===== src/hw/rtl/prpu_pkg.sv =====
// Package for the packed raw pixel unpacker: word types, job type and codes.
// Used by every module of the block; it depends on nothing else.
`default_nettype none

package prpu_pkg;

    // Unpack mode codes (any other code behaves as passthrough)
    localparam logic [1:0] MODE_PASS  = 2'd0;
    localparam logic [1:0] MODE_RAW10 = 2'd1;
    localparam logic [1:0] MODE_RAW12 = 2'd2;

    // Configuration port
    localparam int CFG_INDEX_W = 2;
    localparam int CFG_DATA_W  = 24;
    localparam logic [CFG_INDEX_W-1:0] CFG_UNPACK_MODE  = 2'd0;
    localparam logic [CFG_INDEX_W-1:0] CFG_FRAME_PIXELS = 2'd1;

    // Group geometry: bytes held before the closing byte of a group
    localparam logic [2:0] HELD_RAW10 = 3'd4;
    localparam logic [2:0] HELD_RAW12 = 3'd2;
    localparam logic [2:0] HELD_PASS  = 3'd1;

    // Pixels produced by one closing byte
    localparam logic [2:0] PIX_RAW10 = 3'd4;
    localparam logic [2:0] PIX_RAW12 = 3'd2;
    localparam logic [2:0] PIX_PASS  = 3'd1;

    localparam int PIX_PER_JOB = 4;
    localparam int JOB_COUNT_W = 3;

    typedef logic [15:0] pixel_t;

    // Word on the byte input channel
    typedef struct packed {
        logic [7:0] raw_byte;
        logic       last_byte;
    } in_word_t;

    // Word on the pixel output channel
    typedef struct packed {
        pixel_t pixel_value;
        logic   pixel_valid;
        logic   frame_end;
        logic   frame_short;
    } out_word_t;

    // Work handed from the front to the back: up to four pixels and a marker
    typedef struct packed {
        logic [PIX_PER_JOB-1:0][15:0] pixels;
        logic [JOB_COUNT_W-1:0]       count;
        logic                         end_on_last;
        logic                         marker;
    } job_t;

    // Handshake between the front and the queue
    typedef struct packed {
        logic push;
        job_t job;
    } job_push_t;

endpackage

`default_nettype wire


===== src/hw/rtl/prpu_queue.sv =====
// Short job queue between the front end and the output sequencer.
// Uses prpu_pkg for the job type.
`default_nettype none

module prpu_queue #(
    parameter int DEPTH = 4
) (
    input  wire                 clk,
    input  wire                 rst_n,
    input  prpu_pkg::job_push_t job_in,
    output logic                full,
    input  wire                 pop,
    output prpu_pkg::job_t      head,
    output logic                empty
);
    import prpu_pkg::*;

    localparam int PTR_W = $clog2(DEPTH);
    localparam int CNT_W = $clog2(DEPTH + 1);

    job_t             slots [DEPTH];
    logic [PTR_W-1:0] wr_ptr_reg, rd_ptr_reg;
    logic [CNT_W-1:0] count_reg, count_next;
    logic             do_push, do_pop;

    assign full    = (count_reg == CNT_W'(DEPTH));
    assign empty   = (count_reg == '0);
    assign do_push = job_in.push && !full;
    assign do_pop  = pop && !empty;
    assign head    = slots[rd_ptr_reg];

    always_comb
    begin
        count_next = count_reg;
        if (do_push && !do_pop)
        begin
            count_next = count_reg + CNT_W'(1);
        end
        else if (do_pop && !do_push)
        begin
            count_next = count_reg - CNT_W'(1);
        end
    end

    // Job storage
    always_ff @(posedge clk)
    begin
        if (do_push)
        begin
            slots[wr_ptr_reg] <= job_in.job;
        end
    end

    // Pointers and fill count
    always_ff @(posedge clk or negedge rst_n)
    begin
        if (!rst_n)
        begin
            wr_ptr_reg <= '0;
            rd_ptr_reg <= '0;
            count_reg  <= '0;
        end
        else
        begin
            count_reg <= count_next;
            if (do_push)
            begin
                wr_ptr_reg <= (wr_ptr_reg == PTR_W'(DEPTH - 1)) ? '0 : wr_ptr_reg + PTR_W'(1);
            end
            if (do_pop)
            begin
                rd_ptr_reg <= (rd_ptr_reg == PTR_W'(DEPTH - 1)) ? '0 : rd_ptr_reg + PTR_W'(1);
            end
        end
    end

    // The front end must not offer a job while the queue is full
    a_no_push_when_full: assert property (@(posedge clk) disable iff (!rst_n)
        !(job_in.push && full))
        else $error("job pushed into a full queue");

    // Pointers agree with the fill count
    a_ptrs_match_count: assert property (@(posedge clk) disable iff (!rst_n)
        (count_reg == '0 || count_reg == CNT_W'(DEPTH)) |-> (wr_ptr_reg == rd_ptr_reg))
        else $error("queue pointers disagree with fill count");

endmodule

`default_nettype wire


===== config.mk =====
export PLATFORM = sky130hd
export DESIGN_NAME = prpu_queue
export DESIGN_NICKNAME = d
export VERILOG_FILES = /design/src/hw/rtl/prpu_pkg.sv /design/src/hw/rtl/prpu_queue.sv
export SDC_FILE = /design/constraint.sdc
export NUM_CORES = 1
export LEC_CHECK = 0
export BUFFER_PORTS_ARGS = -buffer_cell sky130_fd_sc_hd__buf_2
export CAP_MARGIN = 20
export CORE_UTILIZATION = 51
export DETAILED_ROUTE_END_ITERATION = 7
export GPL_TIMING_DRIVEN = 0
export PLACE_DENSITY = 0.81
export SYNTH_ARGS = -nofsm -noshare
export SYNTH_HDL_FRONTEND = slang
export SYNTH_SLANG_ARGS = --single-unit

===== constraint.sdc =====
create_clock -name clk -period 3.06 [get_ports clk]
set_clock_uncertainty 0.2 [all_clocks]
set_input_delay 0.153 -clock clk [delete_from_list [all_inputs] [get_ports clk]]
set_output_delay 0.153 -clock clk [all_outputs]
set_load 0.02 [all_outputs]

==> results.json <==
{
  "status": "complete, no violations",
  "synth_fp_nets": 478,
  "yosysMostFrequentCell": "edfxtp_1",
  "antenna_cells": 0,
  "critical_path_required_ns": 2.71,
  "drt-pass1-iter-count": 5,
  "grt_max_degree": 49,
  "reg2reg_from": "count_reg[2]",
  "ant_nets": 0,
  "port_buffers": 143,
  "cts-root-buf": "clkbuf_16",
  "critPathTopFamily": "buffers and inverters",
  "power_leakage_uw": 0.00460,
  "hpwl_um": 11200,
  "max_slew_margin_pct": 54.3,
  "fin_crit_sh_pct": 84.8,
  "reg2reg_depth": 9,
  "via_count": 5034,
  "overflow": 0,
  "clockBufferDepth": 3,
  "synth_seq_cells": 283,
  "coreArea_um2": 19700,
  "max_freq_mhz": 385,
  "grt_setup_unrepaired": "no",
  "synth_ff_type": "edfxtp_1",
  "path_depth": 4,
  "fin_setup_tns_ns": 0,
  "endpoint": "head[44]",
  "ys_seq_area_share_pct": 81.5,
  "syn-instance-count": 398,
  "clock_latency_ns": 0.53,
  "crit_start": "rd_ptr_reg[1]",
  "ir_drop_mv": 0.647,
  "maxCapViolCount": 0,
  "crit_buf_inv": 3,
  "ys_types": 20,
  "cts.sinks": 283,
  "yosysTopAreaCellShare_pct": 79.9,
  "crit_type": "register to output pin",
  "largest_reg_flops": 276,
  "clkTransAtPathRegs_ns": 0.06,
  "yosys_warnings": 0,
  "tightest_slew_ns": 0.685,
  "power.density_nw_per_um2": 975,
  "slew_violations": 0,
  "num_rows": 51,
  "worst_setup_path_start_kind": "register",
  "ys_top_cells_by_area": "edfxtp_1, mux4_2, dfrtp_1, ha_1, buf_4",
  "die_h_um": 145,
  "r2r_end": "count_reg[2]",
  "grt_first_pass_wirelength_um": 29500,
  "drtIter0Drc": 225,
  "syn_area_um2": 10400,
  "fin_nets": 727,
  "wl_per_cell_um": 20.9,
  "cts_tree": "built",
  "critPathMaxFanout": 10,
  "drc": 0,
  "syn2layout_area_growth_pct": 27.1,
  "timing.reg2reg.setup_slack_ns": 0.69,
  "hold_violations": 0,
  "drive_above_1_share_pct": 41.1,
  "synth_edf_count": 276,
  "critPathMaxStageDelay_ns": 0.56,
  "ios": 144,
  "hold_path_class": "input port to register",
  "ys_top_cells_by_count": "edfxtp_1, mux4_2, buf_4, dfrtp_1",
  "fin_crit_ns": 2.59,
  "setup_viol": 0,
  "cp_cell_sequence": "buf_2, clkbuf_1, mux4_2, buf_2",
  "dieWidth_um": 145,
  "drt-vias-per-instance": 5.39,
  "cts_setup_buffers": 0,
  "gp_congestion": 0.688,
  "htree_levels": 1,
  "cpMostUsedCell": "buf_2",
  "worstPathArrival_ns": 2.24,
  "cpMaxStageDelayCell": "clkbuf_1",
  "dieArea_um2": 20900,
  "power_uw": 12900,
  "start_util_pct": 52.6,
  "grt_pass1_vias": 5437,
  "async_flop_share_pct": 2.47,
  "syn_avg_cell_area_um2": 26.1,
  "end_kind": "output pin",
  "synth_top_area_cell": "edfxtp_1",
  "grt_antenna_before_repair": 0,
  "fin_util_pct": 66.9,
  "routed_wl_um": 19500,
  "cts_made_buffers": 28,
  "globalRouteTotalUtil_pct": 19.1
}
## cell usage in the layout, fill, tap and decap left out, drive strengths merged
| cell type | instances |
|---|---|
| nor3 | 2 |
| mux4 | 69 |
| nor2b | 1 |
| clkinv | 11 |
| xnor2 | 1 |
| a21o | 1 |
| clkbuf | 42 |
| xor2 | 2 |
| ha | 6 |
| dfrtp | 7 |
| o31ai | 1 |
| dlygate4sd3 | 72 |
| nor2 | 2 |
| and2 | 4 |
| clkinvlp | 1 |
| buf | 158 |
| inv | 3 |
| bufinv | 4 |
| nor3b | 1 |
| edfxtp | 276 |
| fa | 1 |
| mux2 | 4 |
## how the worst min path moves through the flow
stage	startpoint	endpoint	depth (start not counted)	slack (ns)
after floorplan	rst_n	count_reg[0]	0	-0.34
after global placement	rst_n	count_reg[1]	1	-0.21
after detailed placement	rst_n	count_reg[0]	1	-0.20
after CTS	job_in[69]	wr_ptr_reg[1]	4	0.03
after global routing	job_in[69]	wr_ptr_reg[1]	4	0.05
final	job_in[69]	wr_ptr_reg[1]	4	0.05
## worst min-delay path: cells and delay by family
kind | cells | cell delay, ns
buf+inv | 2 | 0.27
mux | 1 | 0.20
simple gates | 1 | 0.12
## stage by stage
step	cell area, µm²	hold slack, ns	worst slack, ns	std cells
detailed placement	11500	-0.201	0.707	810
finish	13200	0.0525	0.466	934
global placement	11400	-0.212	0.00617	806
floorplan	10400	-0.343	0.655	398
CTS	13200	0.0296	0.390	934
global route	13200	0.0484	0.312	934
## where the power goes
part           internal [µW]  switching, µW
combinational           1730           2390
sequential              5120            212
clock                   2060           1350
total                   8910           3960
## cells by family after synthesis
group                      share of synthesized area (%)
DFF                                                 81.5
muxes                                               15.5
buffers and inverters                               1.02
AOI/OAI and AO/OA                                  0.193
adders and majority gates                          0.916
xor gates and xnor gates                           0.253
and+or+nand+nor                                    0.591
## final cells by class
type | instances | area, µm²
Buffer | 17 | 95.1
Clock buffer | 36 | 752
Clock inverter | 16 | 174
Fill cell | 1265 | 6530
Inverter | 3 | 11.3
Multi-Input combinational cell | 95 | 1820
Sequential cell | 283 | 8460
Tap cell | 265 | 332
Timing Repair Buffer | 219 | 1550
## layer usage
layer	vias to the layer above	routed length, µm	GRT usage (%)
met4	0	377	5.82
met3	31	1070	3.85
met2	176	10400	34.3
met5	-	0	0
li1	2219	-	-
met1	2608	7670	23.2
## what timing repair did
item | 4_1_cts | 5_1_grt
endpoints found under the hold margin | 286 | 0
gates resized for setup | 0 | 0
hold buffers | 72 | 0
endpoints found under the setup margin | 0 | 0
(Power assumes the default switching activity.)
