$ cat config.mk
export PLATFORM = sky130hd
export DESIGN_NAME = prpu_back_flat
export DESIGN_NICKNAME = d
export VERILOG_FILES = /design/src/hw/rtl/prpu_pkg.sv /design/src/hw/rtl/prpu_stream_if.sv /design/src/hw/rtl/prpu_back.sv /design/src/flat_wrapper.sv
export SDC_FILE = /design/constraint.sdc
export NUM_CORES = 1
export LEC_CHECK = 0
export BUFFER_PORTS_ARGS = -buffer_cell sky130_fd_sc_hd__buf_2
export CORE_MARGIN = 4
export CORE_UTILIZATION = 25
export DETAILED_ROUTE_END_ITERATION = 10
export GPL_ROUTABILITY_DRIVEN = 1
export PLACE_DENSITY_LB_ADDON = 0.08
export SETUP_SLACK_MARGIN = 0.3
export SLEW_MARGIN = 20
export SYNTH_ARGS = -nofsm -noshare
export SYNTH_HDL_FRONTEND = slang
export SYNTH_SLANG_ARGS = --single-unit
$ cat constraint.sdc
create_clock -name clk -period 2.9 [get_ports clk]
set_input_delay 0.145 -clock clk [delete_from_list [all_inputs] [get_ports clk]]
set_output_delay 0.145 -clock clk [all_outputs]
set_load 0.05 [all_outputs]
$ cat src/hw/rtl/prpu_pkg.sv
// Package for the packed raw pixel unpacker: word types, job type and codes.
// Used by every module of the block; it depends on nothing else.
`default_nettype none

package prpu_pkg;

    // Unpack mode codes (any other code behaves as passthrough)
    localparam logic [1:0] MODE_PASS  = 2'd0;
    localparam logic [1:0] MODE_RAW10 = 2'd1;
    localparam logic [1:0] MODE_RAW12 = 2'd2;

    // Configuration port
    localparam int CFG_INDEX_W = 2;
    localparam int CFG_DATA_W  = 24;
    localparam logic [CFG_INDEX_W-1:0] CFG_UNPACK_MODE  = 2'd0;
    localparam logic [CFG_INDEX_W-1:0] CFG_FRAME_PIXELS = 2'd1;

    // Group geometry: bytes held before the closing byte of a group
    localparam logic [2:0] HELD_RAW10 = 3'd4;
    localparam logic [2:0] HELD_RAW12 = 3'd2;
    localparam logic [2:0] HELD_PASS  = 3'd1;

    // Pixels produced by one closing byte
    localparam logic [2:0] PIX_RAW10 = 3'd4;
    localparam logic [2:0] PIX_RAW12 = 3'd2;
    localparam logic [2:0] PIX_PASS  = 3'd1;

    localparam int PIX_PER_JOB = 4;
    localparam int JOB_COUNT_W = 3;

    typedef logic [15:0] pixel_t;

    // Word on the byte input channel
    typedef struct packed {
        logic [7:0] raw_byte;
        logic       last_byte;
    } in_word_t;

    // Word on the pixel output channel
    typedef struct packed {
        pixel_t pixel_value;
        logic   pixel_valid;
        logic   frame_end;
        logic   frame_short;
    } out_word_t;

    // Work handed from the front to the back: up to four pixels and a marker
    typedef struct packed {
        logic [PIX_PER_JOB-1:0][15:0] pixels;
        logic [JOB_COUNT_W-1:0]       count;
        logic                         end_on_last;
        logic                         marker;
    } job_t;

    // Handshake between the front and the queue
    typedef struct packed {
        logic push;
        job_t job;
    } job_push_t;

endpackage

`default_nettype wire

$ cat src/hw/rtl/prpu_stream_if.sv
// Valid/ready stream interface carrying one word of a chosen type.
// Depends on nothing; the word types come from prpu_pkg at the point of use.
`default_nettype none

interface prpu_stream_if #(
    parameter type payload_t = logic
);
    logic     valid;
    logic     ready;
    payload_t payload;

    modport source (output valid, output payload, input ready);
    modport sink   (input valid, input payload, output ready);
endinterface

`default_nettype wire

$ cat src/hw/rtl/prpu_back.sv
// Output sequencer: walks each queued job one result per cycle into the
// output register while it is free. Uses prpu_pkg and prpu_stream_if.
`default_nettype none

module prpu_back (
    input  wire            clk,
    input  wire            rst_n,
    input  prpu_pkg::job_t head,
    input  wire            empty,
    output logic           pop,
    prpu_stream_if.source  pixel_stream
);
    import prpu_pkg::*;

    logic [JOB_COUNT_W-1:0] idx_reg, idx_next;
    logic [JOB_COUNT_W-1:0] total;
    logic                   out_valid_reg, out_valid_next;
    out_word_t              out_word_reg, out_word_next;
    logic                   load;
    logic                   last_result;

    assign total       = head.count + {{(JOB_COUNT_W-1){1'b0}}, head.marker};
    assign last_result = (idx_reg == total - JOB_COUNT_W'(1));
    assign load        = !empty && (!out_valid_reg || pixel_stream.ready);
    assign pop         = load && last_result;

    assign pixel_stream.valid   = out_valid_reg;
    assign pixel_stream.payload = out_word_reg;

    // Pick the next result of the head job
    always_comb
    begin
        out_word_next  = out_word_reg;
        idx_next       = idx_reg;
        out_valid_next = out_valid_reg && !pixel_stream.ready;
        if (load)
        begin
            out_valid_next = 1'b1;
            if (idx_reg < head.count)
            begin
                out_word_next.pixel_value = head.pixels[idx_reg[1:0]];
                out_word_next.pixel_valid = 1'b1;
                out_word_next.frame_end   = head.end_on_last &&
                                            (idx_reg == head.count - JOB_COUNT_W'(1));
                out_word_next.frame_short = 1'b0;
            end
            else
            begin
                out_word_next.pixel_value = '0;
                out_word_next.pixel_valid = 1'b0;
                out_word_next.frame_end   = 1'b1;
                out_word_next.frame_short = 1'b1;
            end
            idx_next = last_result ? '0 : idx_reg + JOB_COUNT_W'(1);
        end
    end

    // Output register
    always_ff @(posedge clk)
    begin
        out_word_reg <= out_word_next;
    end

    always_ff @(posedge clk or negedge rst_n)
    begin
        if (!rst_n)
        begin
            out_valid_reg <= 1'b0;
            idx_reg       <= '0;
        end
        else
        begin
            out_valid_reg <= out_valid_next;
            idx_reg       <= idx_next;
        end
    end

    // A part-walked job is always still at the head of the queue
    a_idx_with_job: assert property (@(posedge clk) disable iff (!rst_n)
        (idx_reg != '0) |-> (!empty && idx_reg < total))
        else $error("result index outside the head job");

    // A marker word always closes a frame as short
    a_marker_fields: assert property (@(posedge clk) disable iff (!rst_n)
        (out_valid_reg && !out_word_reg.pixel_valid) |->
        (out_word_reg.frame_end && out_word_reg.frame_short && out_word_reg.pixel_value == '0))
        else $error("malformed truncation marker");

endmodule

`default_nettype wire

$ cat src/flat_wrapper.sv
// flat-port wrapper written by rule: the top's interface ports become plain ports
module prpu_back_flat import prpu_pkg::*;
  (clk, rst_n, head, empty, pop, pixel_stream_valid, pixel_stream_payload, pixel_stream_ready);
  prpu_stream_if pixel_stream_i ();
  input  wire clk;
  input  wire rst_n;
  input  prpu_pkg::job_t head;
  input  wire empty;
  output logic pop;
  output wire logic [$bits(pixel_stream_i.valid)-1:0] pixel_stream_valid;
  output wire logic [$bits(pixel_stream_i.payload)-1:0] pixel_stream_payload;
  input wire logic [$bits(pixel_stream_i.ready)-1:0] pixel_stream_ready;
  assign pixel_stream_valid = pixel_stream_i.valid;
  assign pixel_stream_payload = pixel_stream_i.payload;
  assign pixel_stream_i.ready = pixel_stream_ready;
  prpu_back u_core (.clk(clk), .rst_n(rst_n), .head(head), .empty(empty), .pop(pop), .pixel_stream(pixel_stream_i));
endmodule
==> reports/qor_table.md, run 1 <==
| Group | Metric | This run |
|:---|:---|:---|
| run status | Run status | complete, no violations |
| cts | CTS clk-pin slew, worst paths | 40 ps |
| sta | Maximum clock skew at final layout | 2.99 ps |
| floorplan | Vertical die dimension | 45.8 um |
| cts | H-tree Lvls | 1 |
| logic synthesis | Distinct cell type count of the synthesized netlist | 16 |
| finish | Count of antenna diodes in the layout | 0 |
| cts | Latest clock arrival within the worst-skew pair | 240 ps |
| setup path | Chain of cells forming the critical path | buf_2 > inv_1 > ha_1 > ha_1 > xor2_1 > nand2_1 > nor3_2 > buf_2 |
| floorplan | Die Footprint | 0.00209 sq mm |
| min path | Hold Crit Class | in -> reg |
| flow run | Maximum capacitance violations | 0 |
| routing | Post-route DRC violation count | 0 |
| routing | Wire length per cell after detailed routing | 9.62 um |
| finish | Layout cells sized above 1 | 28.3% |
| cts | Maximum clock insertion buffer count | 2 |
| logic synthesis | Sequential-to-total area share from yosys stat | 36.5% |
| sta | Crit share post-route | 56.4% |
| sta | Post-layout minimum cycle time | 1640 ps |
| global routing | Maximum number of pins on one net before global-route repair | 6 |
| sta | Achievable clock frequency | 612 MHz |
| sta | Endpoints failing hold | 0 |
| setup path | Nature of the critical path endpoint | output pin |
| logic synthesis | Number of flops mapped to enable cells by yosys | 1 |
| floorplan | Io pins | 76 |
| logic synthesis | Prevailing post-synth register cell | sky130_fd_sc_hd__dfrtp_1 |
| logic synthesis | Cell accounting for the most synthesized area | sky130_fd_sc_hd__dfrtp_1 |
| setup path | Highest-delay cell along the critical path | sky130_fd_sc_hd__buf_2 |
| cts | Total clock sinks | 5 |
| finish | Fill count | 136 |
| floorplan | Row cnt | 13 |
| floorplan | Width of the chip | 45.8 um |
| global routing | Global-route wire length before repair | 1170 um |
| logic synthesis | Commonest cells post-synth | sky130_fd_sc_hd__inv_1, sky130_fd_sc_hd__ha_1, sky130_fd_sc_hd__dfrtp_1, sky130_fd_sc_hd__o21ai_0 |
| logic synthesis | Flip-flop and latch count after synthesis | 5 |
| setup path | Critical setup path kind | in -> out |
| sta | Fin Setup TNS | 0 ps |
| finish | Nets@finish | 132 |
| cts | Inserted Clock Buffers | 3 |
| sta | Final Slew Violations | 0 |
| power | Power density of the placed cells | 768 mW/mm^2 |
| placed design | Final weighted congestion in routability-driven placement | 0.749 |
| setup path | Critical Path Start Type | primary input |
| cts | Setup fix buffers added after clock tree synthesis | 0 |
| placed design | Port bufs | 10 |
| logic synthesis | Number of cells produced by synthesis | 38 |
| routing | Vias after detailed routing | 298 |
| logic synthesis | Largest cells by area after synthesis | sky130_fd_sc_hd__dfrtp_1, sky130_fd_sc_hd__ha_1, sky130_fd_sc_hd__edfxtp_1 |
| routing | Iter 0 DRT Violations | 3 |
| sta | Worst Max-Slew Pin Slew | 252 ps |
| cts | Hold-fix buffers at CTS | 1 |
| floorplan | Starting density of the core | 27.1% |
| logic synthesis | Post-Synthesis Cell Area | 357 sq um |
| sta | Finish-stage setup viols | 0 |
| cts | CTS tree | yes |
| routing | Post-DR vias/cell | 4.38 |
| routing | Final routed wirelength across all metal layers | 654 um |
| floorplan | Placeable Area | 0.00132 sq mm |
| setup path | Peak fanout along the critical path | 3 |
| logic synthesis | Yosys Warn Count | 0 |
| routing | Count of antenna-violating nets left after detailed routing | 0 |
| global routing | Overflow left after global routing | 0 |
| finish | Area grow syn2layout | 29.5% |
| setup path | Worst path max stage delay | 290 ps |
| logic synthesis | Yosys top cell area share | 28.1% |
| power | VDD IR-drop max | 376 uV |
| global routing | Global router's overall resource usage | 8.06% |
| finish | Flip-flop count of the largest register, all copies and words added | 3 |
| routing | First drt pass iteration count | 4 |
| cts | Post-CTS Resized | 0 |
| logic synthesis | Number of nets in the synthesized netlist | 116 |
| global routing | Vias in the first global route | 297 |
| setup path | Data arrival, critical path | 1490 ps |
| global routing | Number of antenna violations at the first check in global routing | 0 |
| power | Cell leakage power | 0.244 nW |
| placed design | DP HPWL | 568 um |
| setup path | Required time of the critical path | 2760 ps |
| sta | Max transition margin | 83.3% |
| logic synthesis | Count leader, synth | sky130_fd_sc_hd__inv_1 |
| logic synthesis | Share of flip-flops with an asynchronous set or reset after synthesis | 80.0% |
| cts | Root cell of the clock tree | sky130_fd_sc_hd__clkbuf_4 |
| logic synthesis | Average size of a mapped cell | 9.38 sq um |
| sta | RSZ-0062 raised after global routing | no |
| power | Final total power | 0.355 mW |
[area by class of cell]
class                   count  area [sq um]  share of cell area (%)
clock buffers               4          26.3                    5.69
inverters                   6          22.5                    4.88
multi-input cells          27           204                    44.2
flip-flops and latches      5           130                    28.2
well taps                  15          18.8                    4.07
repair buffers             11          60.1                    13.0
[report_power, final]
| group | total, mW | switching (mW) | internal (mW) | leakage (nW) |
|---|---|---|---|---|
| sequential | 0.123 | 0.0231 | 0.0995 | 0.0564 |
| combinational | 0.154 | 0.0937 | 0.0608 | 0.172 |
| clock | 0.0775 | 0.0256 | 0.0518 | 0.0150 |
| total | 0.355 | 0.142 | 0.212 | 0.244 |
[logic make-up after synthesis]
| logic type | count (synthesis) | synth area share, % |
|---|---|---|
| xor+xnor | 4 | 11.9 |
| fa+ha+maj | 5 | 17.5 |
| compound gates | 7 | 11.9 |
| buf+inv | 6 | 6.32 |
| flops | 5 | 36.5 |
| simple gates | 11 | 15.8 |
[layout by cell type (no fill, tap or decap)]
cell type                        n
sky130_fd_sc_hd__a31oi_1         1
sky130_fd_sc_hd__xnor2_1         1
sky130_fd_sc_hd__xor2_2          1
sky130_fd_sc_hd__a21o_1          1
sky130_fd_sc_hd__nand2_1         3
sky130_fd_sc_hd__dfrtp_1         4
sky130_fd_sc_hd__nand2b_1        3
sky130_fd_sc_hd__clkbuf_1        1
sky130_fd_sc_hd__clkbuf_4        3
sky130_fd_sc_hd__nor2_1          3
sky130_fd_sc_hd__o21ai_0         4
sky130_fd_sc_hd__nor3_1          1
sky130_fd_sc_hd__nor3_2          1
sky130_fd_sc_hd__ha_1            5
sky130_fd_sc_hd__edfxtp_1        1
sky130_fd_sc_hd__buf_2          10
sky130_fd_sc_hd__inv_1           6
sky130_fd_sc_hd__o2111ai_1       1
sky130_fd_sc_hd__xor2_1          2
sky130_fd_sc_hd__dlygate4sd3_1   1
[final timing paths]
path / startpoint / to / slack [ps] / depth (start not counted)
max in group asynchronous: rst_n / u_core.idx_reg[0] / 2530 / 2
worst min register to register: u_core.pixel_stream.valid / u_core.pixel_stream.valid / 510 / 2
worst max-delay path: head[0] / pop / 1260 / 8
min in group asynchronous: rst_n / u_core.pixel_stream.valid / 240 / 2
worst min-delay path: empty / u_core.pixel_stream.valid / 70 / 2
worst max register to register: u_core.idx_reg[1] / u_core.pixel_stream.payload / 1630 / 4
[through the flow]
step | setup WS, ps | cell area (sq um) | instances | hold slack, ps | utilization, %
after floorplan | 1050 | 357 | 38 | -151 | -
after global placement | 1280 | 425 | 63 | -45.6 | 32.3
after detailed placement | 1280 | 425 | 63 | -40.8 | 32.3
after CTS | 1260 | 462 | 68 | 65.1 | 35.0
after global routing | 1190 | 462 | 68 | 76.7 | 35.0
final | 1260 | 462 | 68 | 71.9 | 35.0
[metal layers]
layer | up-vias | track usage, % | part of all wire (%)
met1 | 127 | 10.0 | 45
met3 | 0 | 3.16 | 11
li1 | 156 | - | -
met2 | 15 | 10.6 | 43
met4 | 0 | 6.82 | 0
met5 | - | 0 | 0
[critical path, delay by kind of cell]
kind	cells	cell delay [ps]
xor gates and xnor gates	1	200
adders and majority gates	2	460
buffers and inverters	3	400
and+or+nand+nor	2	280
No activity file was read; power rests on OpenSTA's default activity.
==> run 2: changes to the inputs <==
--- a/config.mk
+++ b/config.mk
@@ -7,7 +7,7 @@
 export LEC_CHECK = 0
 export BUFFER_PORTS_ARGS = -buffer_cell sky130_fd_sc_hd__buf_2
 export CORE_MARGIN = 4
-export CORE_UTILIZATION = 25
+export CORE_UTILIZATION = 21
 export DETAILED_ROUTE_END_ITERATION = 10
 export GPL_ROUTABILITY_DRIVEN = 1
 export PLACE_DENSITY_LB_ADDON = 0.08
==> constraint.sdc (replaced) <==
create_clock -name clk -period 1.5 [get_ports clk]
set_input_delay 0.075 -clock clk [delete_from_list [all_inputs] [get_ports clk]]
set_output_delay 0.075 -clock clk [all_outputs]
set_load 0.05 [all_outputs]
==> reports/qor_table.md, run 2 (synthesis results as in run 1) <==
| Group | Metric | This run | vs previous |
|:---|:---|:---|:---|
| setup path | Worst flop-to-flop path startpoint | u_core.idx_reg[1] |  |
| routing | Count of antenna-violating nets left after detailed routing | 0 | unchanged |
| routing | Wire length per cell after detailed routing | 10.8 um | +12% |
| routing | Final routed wirelength across all metal layers | 799 um | +22% |
| cts | Maximum clock insertion buffer count | 2 | unchanged |
| finish | Nets@finish | 137 | +3.8% |
| sta | Worst Max-Slew Pin Slew | 337 ps | +84.5 ps |
| routing | Detailed route wirelength on metal2 | 420 um | +48% |
| power | Final total power | 0.938 mW | +160% |
| sta | RSZ-0062 raised after global routing | yes |  |
| finish | Commonest non-fill, non-tap cells in the layout | sky130_fd_sc_hd__buf_2, sky130_fd_sc_hd__inv_1, sky130_fd_sc_hd__ha_4 |  |
| finish | Area of all placed cells without fillers | 626 sq um | +36% |
| run status | Run status | complete, no violations |  |
| finish | Core Util, Final | 40.1% | +5.1 points |
| finish | Fill count | 161 | +18% |
| cts | CTS clk-pin slew, worst paths | 50 ps | about the same |
| sta | Hold Slack | 166 ps | +94.3 ps |
| routing | Post-DR vias/cell | 4.39 | +0.22% |
| floorplan | Placeable Area | 0.00156 sq mm | +18% |
| routing | Met1 wire length | 296 um | -0.34% |
| floorplan | Starting density of the core | 22.9% | -4.2 points |
| routing | First drt pass iteration count | 3 | -1 |
| placed design | Instance area after placement | 484 sq um | +14% |
| placed design | Final weighted congestion in routability-driven placement | 0.758 | +1.2% |
| routing | Wire length on met3 | 81 um | +11% |
| routing | Top routing layer in use | met3 |  |
| cts | CTS tree | yes |  |
| routing | Vias after detailed routing | 325 | +9.1% |
| setup path | Required time of the critical path | 1420 ps | -1340 ps |
| routing | Iter 0 DRT Violations | 2 | -1 |
| flow run | Maximum capacitance violations | 0 | unchanged |
| setup path | Critical Path Start Type | primary input |  |
| global routing | Overflow left after global routing | 0 | unchanged |
| global routing | Number of antenna violations at the first check in global routing | 0 | unchanged |
| setup path | Crit Reg-Reg Endpoint | u_core.pixel_stream.payload |  |
| sta | Post-layout minimum cycle time | 1350 ps |  |
| sta | Achievable clock frequency | 740 MHz |  |
| setup path | Data arrival, critical path | 1280 ps | -210 ps |
| setup path | Critical path endpoint | pop |  |
| finish | Layout cells sized above 1 | 55.2% | +27 points |
| floorplan | Row cnt | 14 | +1 |
| global routing | Global-route wire length before repair | 1450 um | +24% |
| sta | Endpoints failing hold | 0 | unchanged |
| power | Power density of the placed cells | 1500 mW/mm^2 | +95% |
| finish | Count of antenna diodes in the layout | 0 | unchanged |
| setup path | Nature of the critical path endpoint | output pin |  |
| floorplan | Vertical die dimension | 49.2 um | +7.5% |
| floorplan | Io pins | 76 | unchanged |
| finish | Most common cell after layout, fill and taps aside | sky130_fd_sc_hd__buf_2 |  |
| setup path | Peak fanout along the critical path | 3 | unchanged |
| sta | Final Slew Violations | 0 | unchanged |
| cts | H-tree Lvls | 1 | unchanged |
| cts | Root cell of the clock tree | sky130_fd_sc_hd__clkbuf_4 |  |
| sta | Crit share post-route | 90.1% |  |
| floorplan | Die Footprint | 0.00242 sq mm | +16% |
| power | Cell leakage power | 0.285 nW | +17% |
| finish | Flip-flop count of the largest register, all copies and words added | 3 | unchanged |
| placed design | Port bufs | 10 | unchanged |
| cts | Inserted Clock Buffers | 3 | unchanged |
| min path | Hold Crit Class | in -> async |  |
| setup path | Worst-case reg-to-reg path depth | 5 | +1 |
| sta | Maximum clock skew at final layout | 3.65 ps | +0.659 ps |
| setup path | Critical setup path kind | in -> out |  |
| global routing | Vias in the first global route | 364 | +23% |
| sta | Finish-stage setup viols | 0 | unchanged |
| global routing | Global router's overall resource usage | 7.79% | -0.27 points |
| routing | Post-route DRC violation count | 0 | unchanged |
| setup path | Setup slack, reg-to-reg | 230 ps | -1400 ps |
| cts | Total clock sinks | 5 | unchanged |
| cts | Latest clock arrival within the worst-skew pair | 250 ps | about the same |
| setup path | Crit path from | head[2] |  |
| power | VDD IR-drop max | 606 uV | +61% |
| floorplan | Width of the chip | 49.2 um | +7.5% |
| global routing | Maximum number of pins on one net before global-route repair | 6 | unchanged |
| sta | Max transition margin | 77.4% | -5.9 points |
| finish | Area grow syn2layout | 75.4% |  |
run 2: cell types whose count changed in the layout (fill, tap and decap cells not counted), moves of 3 or more:
cell                      previous run  this run
sky130_fd_sc_hd__buf_6               0         3
sky130_fd_sc_hd__buf_4               0         3
sky130_fd_sc_hd__ha_4                0         4
sky130_fd_sc_hd__ha_1                5         1
sky130_fd_sc_hd__o21ai_0             4         1
run 2: power breakdown:
group	internal, mW	leakage (nW)	switching [mW]
registers	0.193	0.0557	0.0366
clock network	0.101	0.0150	0.0604
logic	0.269	0.214	0.278
run 2: how the worst min path moves through the flow:
| stage | from | to | slack [ps] | depth (start not counted) |
|---|---|---|---|---|
| floorplan | rst_n | u_core.idx_reg[0] | -220 | 0 |
| global placement | rst_n | u_core.idx_reg[2] | -120 | 1 |
| detailed placement | rst_n | u_core.idx_reg[2] | -110 | 1 |
| CTS | pixel_stream_ready | u_core.pixel_stream.valid | 160 | 3 |
| global route | rst_n | u_core.idx_reg[1] | 170 | 2 |
| finish | rst_n | u_core.idx_reg[1] | 170 | 2 |
run 2: repair_timing:
action                     in CTS  in global routing
hold endpoints to repair        5                  0
pin swaps                       4                  5
setup endpoints to repair       4                  5
buffers inserted                3                  0
resized for setup               9                  8
hold buffers                    2                  0
run 2: through the flow:
step | cells | TNS (ps) | setup slack [ps]
6_report | 74 | 0 | 149
2_1_floorplan | 38 | 0 | 0.588
5_1_grt | 74 | 0 | 64.7
3_3_place_gp | 65 | -106 | -52.2
4_1_cts | 74 | 0 | 111
3_5_place_dp | 65 | -76.1 | -40.8
run 2: worst max-delay path, stage by stage:
cell	delay [ps]
sky130_fd_sc_hd__buf_4	130
sky130_fd_sc_hd__inv_12	30
sky130_fd_sc_hd__ha_4	150
sky130_fd_sc_hd__ha_4	150
sky130_fd_sc_hd__xor2_2	160
sky130_fd_sc_hd__xnor2_1	180
sky130_fd_sc_hd__nor3_4	210
sky130_fd_sc_hd__buf_6	180
run 2: metal layers:
| metal | global-route usage (%) | up-vias |
|---|---|---|
| met5 | 0 | - |
| met4 | 1.42 | 0 |
| met3 | 5.20 | 0 |
| met2 | 13.6 | 9 |
| met1 | 7.61 | 153 |
| li1 | - | 163 |
run 2: layout make-up:
cell class	count	area [sq um]	share of cell area, %
Sequential cell	5	131	21.0
Clock buffer	4	26.3	4.20
Timing Repair Buffer	16	116	18.6
Tap cell	16	20.0	3.20
Multi-Input combinational cell	27	292	46.6
Inverter	6	40.0	6.40
==> run 3: changes to the inputs <==
--- a/config.mk
+++ b/config.mk
@@ -5,9 +5,10 @@
 export SDC_FILE = /design/constraint.sdc
 export NUM_CORES = 1
 export LEC_CHECK = 0
+export ABC_AREA = 1
 export BUFFER_PORTS_ARGS = -buffer_cell sky130_fd_sc_hd__buf_2
 export CORE_MARGIN = 4
-export CORE_UTILIZATION = 21
+export CORE_UTILIZATION = 23
 export DETAILED_ROUTE_END_ITERATION = 10
 export GPL_ROUTABILITY_DRIVEN = 1
 export PLACE_DENSITY_LB_ADDON = 0.08
==> reports/qor_table.md, run 3 <==
| Group | Metric | This run | vs previous |
|:---|:---|:---|:---|
| min path | Hold Crit Class | in -> reg |  |
| setup path | Setup slack, reg-to-reg | 230 ps | about the same |
| logic synthesis | Prevailing post-synth register cell | sky130_fd_sc_hd__dfrtp_1 |  |
| setup path | Critical setup path kind | reg -> out |  |
| sta | Finish-stage setup viols | 0 | unchanged |
| global routing | Maximum number of pins on one net before global-route repair | 5 | -1 |
| logic synthesis | Number of nets in the synthesized netlist | 138 | +19% |
| setup path | Crit Reg-Reg Endpoint | u_core.pixel_stream.payload |  |
| flow run | Maximum capacitance violations | 0 | unchanged |
| logic synthesis | Largest cells by area after synthesis | sky130_fd_sc_hd__dfrtp_1, sky130_fd_sc_hd__nand2_1, sky130_fd_sc_hd__ha_1 |  |
| sta | Crit share post-route | 89.2% | -0.83 points |
| floorplan | Io pins | 76 | unchanged |
| logic synthesis | Share of flip-flops with an asynchronous set or reset after synthesis | 80.0% | unchanged |
| global routing | Global-route wire length before repair | 1430 um | -1.4% |
| logic synthesis | Post-Synthesis Cell Area | 410 sq um | +15% |
| floorplan | Row cnt | 15 | +1 |
| finish | Nets@finish | 161 | +18% |
| sta | Post-layout minimum cycle time | 1340 ps | -12.5 ps |
| routing | Iter 0 DRT Violations | 3 | +1 |
| setup path | Nature of the critical path endpoint | output pin |  |
| sta | Worst Max-Slew Pin Slew | 247 ps | -89.9 ps |
| finish | Layout cells sized above 1 | 45.1% | -10 points |
| cts | Inserted Clock Buffers | 3 | unchanged |
| setup path | Peak fanout along the critical path | 3 | unchanged |
| logic synthesis | Count leader, synth | sky130_fd_sc_hd__nand2_1 |  |
| floorplan | Starting density of the core | 24.0% | +1.2 points |
| placed design | Final weighted congestion in routability-driven placement | 0.740 | -2.4% |
| power | Cell leakage power | 0.344 nW | +21% |
| sta | Max transition margin | 83.7% | +6.3 points |
| logic synthesis | Number of flops mapped to enable cells by yosys | 1 | unchanged |
| finish | Area grow syn2layout | 64.3% |  |
| sta | Endpoints failing hold | 0 | unchanged |
| routing | Count of antenna-violating nets left after detailed routing | 0 | unchanged |
| cts | Latest clock arrival within the worst-skew pair | 240 ps | about the same |
| global routing | Vias in the first global route | 354 | -2.7% |
| sta | RSZ-0062 raised after global routing | yes |  |
| routing | Post-DR vias/cell | 3.77 | -14% |
| logic synthesis | Commonest cells post-synth | sky130_fd_sc_hd__nand2_1, sky130_fd_sc_hd__inv_1, sky130_fd_sc_hd__ha_1 |  |
| floorplan | Die Footprint | 0.00252 sq mm | +4.3% |
| cts | Total clock sinks | 5 | unchanged |
| sta | Fin Setup TNS | 0 ps | unchanged |
| routing | Post-route DRC violation count | 0 | unchanged |
| global routing | Global router's overall resource usage | 7.28% | -0.51 points |
| logic synthesis | Flip-flop and latch count after synthesis | 5 | unchanged |
| setup path | Crit path from | u_core.idx_reg[1] |  |
| routing | Final routed wirelength across all metal layers | 895 um | +12% |
| routing | Wire length per cell after detailed routing | 8.36 um | -23% |
| cts | CTS tree | yes |  |
| power | Final total power | 0.883 mW | -5.9% |
| setup path | Worst-case reg-to-reg path depth | 5 | unchanged |
| logic synthesis | Number of cells produced by synthesis | 60 | +58% |
| logic synthesis | Average size of a mapped cell | 6.84 sq um | -27% |
| cts | Maximum clock insertion buffer count | 2 | unchanged |
| finish | Commonest non-fill, non-tap cells in the layout | sky130_fd_sc_hd__nand2_1, sky130_fd_sc_hd__inv_1, sky130_fd_sc_hd__buf_2 |  |
| global routing | Number of antenna violations at the first check in global routing | 0 | unchanged |
| logic synthesis | Complex-gate fraction of the synthesized area | 7.01% | -4.9 points |
| cts | Root cell of the clock tree | sky130_fd_sc_hd__clkbuf_4 |  |
| logic synthesis | Distinct cell type count of the synthesized netlist | 13 | -3 |
| power | Power density of the placed cells | 1310 mW/mm^2 | -13% |
| logic synthesis | Cell accounting for the most synthesized area | sky130_fd_sc_hd__dfrtp_1 |  |
| finish | Flip-flop count of the largest register, all copies and words added | 3 | unchanged |
| routing | Vias after detailed routing | 403 | +24% |
| setup path | Critical path endpoint | pop |  |
| logic synthesis | Main combinational cell family by area after synthesis | simple AND/OR/NAND/NOR gates |  |
| finish | Count of antenna diodes in the layout | 0 | unchanged |
| floorplan | Placeable Area | 0.00171 sq mm | +9.6% |
| logic synthesis | Yosys Warn Count | 0 | unchanged |
| floorplan | Width of the chip | 50.2 um | +2.1% |
| routing | First drt pass iteration count | 4 | +1 |
| cts | CTS clk-pin slew, worst paths | 50 ps | about the same |
| setup path | Critical Path Start Type | flip-flop |  |
| sta | Final Slew Violations | 0 | unchanged |
| logic synthesis | Sequential-to-total area share from yosys stat | 31.7% | -4.8 points |
| sta | Achievable clock frequency | 747 MHz | +0.93% |
| finish | Fill count | 186 | +16% |
| setup path | Required time of the critical path | 1420 ps | about the same |
| sta | Maximum clock skew at final layout | 1.60 ps | -2.05 ps |
| finish | Most common cell after layout, fill and taps aside | sky130_fd_sc_hd__nand2_1 |  |
| logic synthesis | Xor and xnor fraction of the mapped netlist area | 0% | -12 points |
| placed design | Port bufs | 10 | unchanged |
| logic synthesis | Yosys top cell area share | 24.4% | -3.7 points |
| logic synthesis | Basic-gate share of the synthesized area counting and, or, nand and nor cells | 32.3% | +17 points |
| placed design | DP HPWL | 696 um |  |
| setup path | Data arrival, critical path | 1260 ps | -20 ps |
| run status | Run status | complete, no violations |  |
| global routing | Overflow left after global routing | 0 | unchanged |
| power | VDD IR-drop max | 406 uV | -33% |
| cts | H-tree Lvls | 1 | unchanged |
| floorplan | Vertical die dimension | 50.2 um | +2.1% |
| logic synthesis | Area share of fa/ha/maj cells after synthesis | 15.2% | -2.3 points |
| setup path | Worst flop-to-flop path startpoint | u_core.idx_reg[1] |  |
| logic synthesis | Portion of netlist area occupied by mux cells | 0% | unchanged |
run 3: cell types whose count changed in the layout (fill, tap and decap cells not counted), sizes merged, moves of 2 or more:
cell	delta
nand2	+22
inv	+8
nand3	+4
o21ai	-4
buf	+3
nand2b	-3
xor2	-3
a21oi	+2
nor3	-2
run 3: how the worst min path moves through the flow:
stage	slack [ps]	to	cells past startpoint	start
5_1_grt	40	u_core.pixel_stream.valid	2	empty
3_5_place_dp	-110	u_core.idx_reg[0]	1	rst_n
6_report	40	u_core.pixel_stream.valid	2	empty
2_1_floorplan	-220	u_core.idx_reg[0]	0	rst_n
4_1_cts	40	u_core.pixel_stream.valid	2	empty
3_3_place_gp	-120	u_core.idx_reg[0]	1	rst_n
run 3: area by class of cell:
cell class                 count  area, sq um  area share (%)
multi-input combinational     40          295            43.8
sequential                     5          131            19.5
timing repair buffer          18          130            19.3
inverter                      15         60.1            8.91
tap                           25         31.3            4.64
clock buffer                   4         26.3            3.90
run 3: repair_timing:
action	4_1_cts	5_1_grt
hold buffers	1	0
endpoints found under the hold margin	4	0
setup buffers	3	2
pin swaps	8	5
setup endpoints to repair	2	4
gates resized for setup	8	8
run 3: kinds of logic (layout without fill, tap and decap cells):
family                   count (synthesis)  after routing
buffers and inverters                   15             37
AO/OA/AOI/OAI                            3              3
AND/OR/NAND/NOR                         32             32
flip-flops                               5              5
adder cells (fa/ha/maj)                  5              5
run 3: metal layers:
layer,vias up,GRT usage [%],wire length [um]
li1,224,-,-
met1,176,8.70,413
met2,3,13.0,470
met3,0,1.78,12
met4,0,1.38,0
met5,-,0,0
run 3: stage by stage:
step	cells	hold slack, ps	worst slack, ps	util [%]	cell area (sq um)
after floorplan	60	-221	305	-	415
after global placement	97	-115	37.2	30.0	512
after detailed placement	97	-113	41.7	30.0	512
after CTS	105	40.6	165	36.0	616
after global routing	107	37.8	77.4	39.5	674
final	107	38.6	162	39.5	674
run 3: where the power goes:
part	total [mW]	switching, mW	internal, mW
clock	0.156	0.0557	0.101
combinational	0.502	0.264	0.237
sequential	0.225	0.0378	0.187
total	0.883	0.358	0.525
run 3: critical path, cell delays in order (launching register included):
cell and delay, ps:
sky130_fd_sc_hd__dfrtp_1 380, sky130_fd_sc_hd__inv_1 50, sky130_fd_sc_hd__nand2_1 50, sky130_fd_sc_hd__nand2_1 60, sky130_fd_sc_hd__nor2_2 140, sky130_fd_sc_hd__nand3_2 120, sky130_fd_sc_hd__clkinvlp_4 90, sky130_fd_sc_hd__buf_8 130
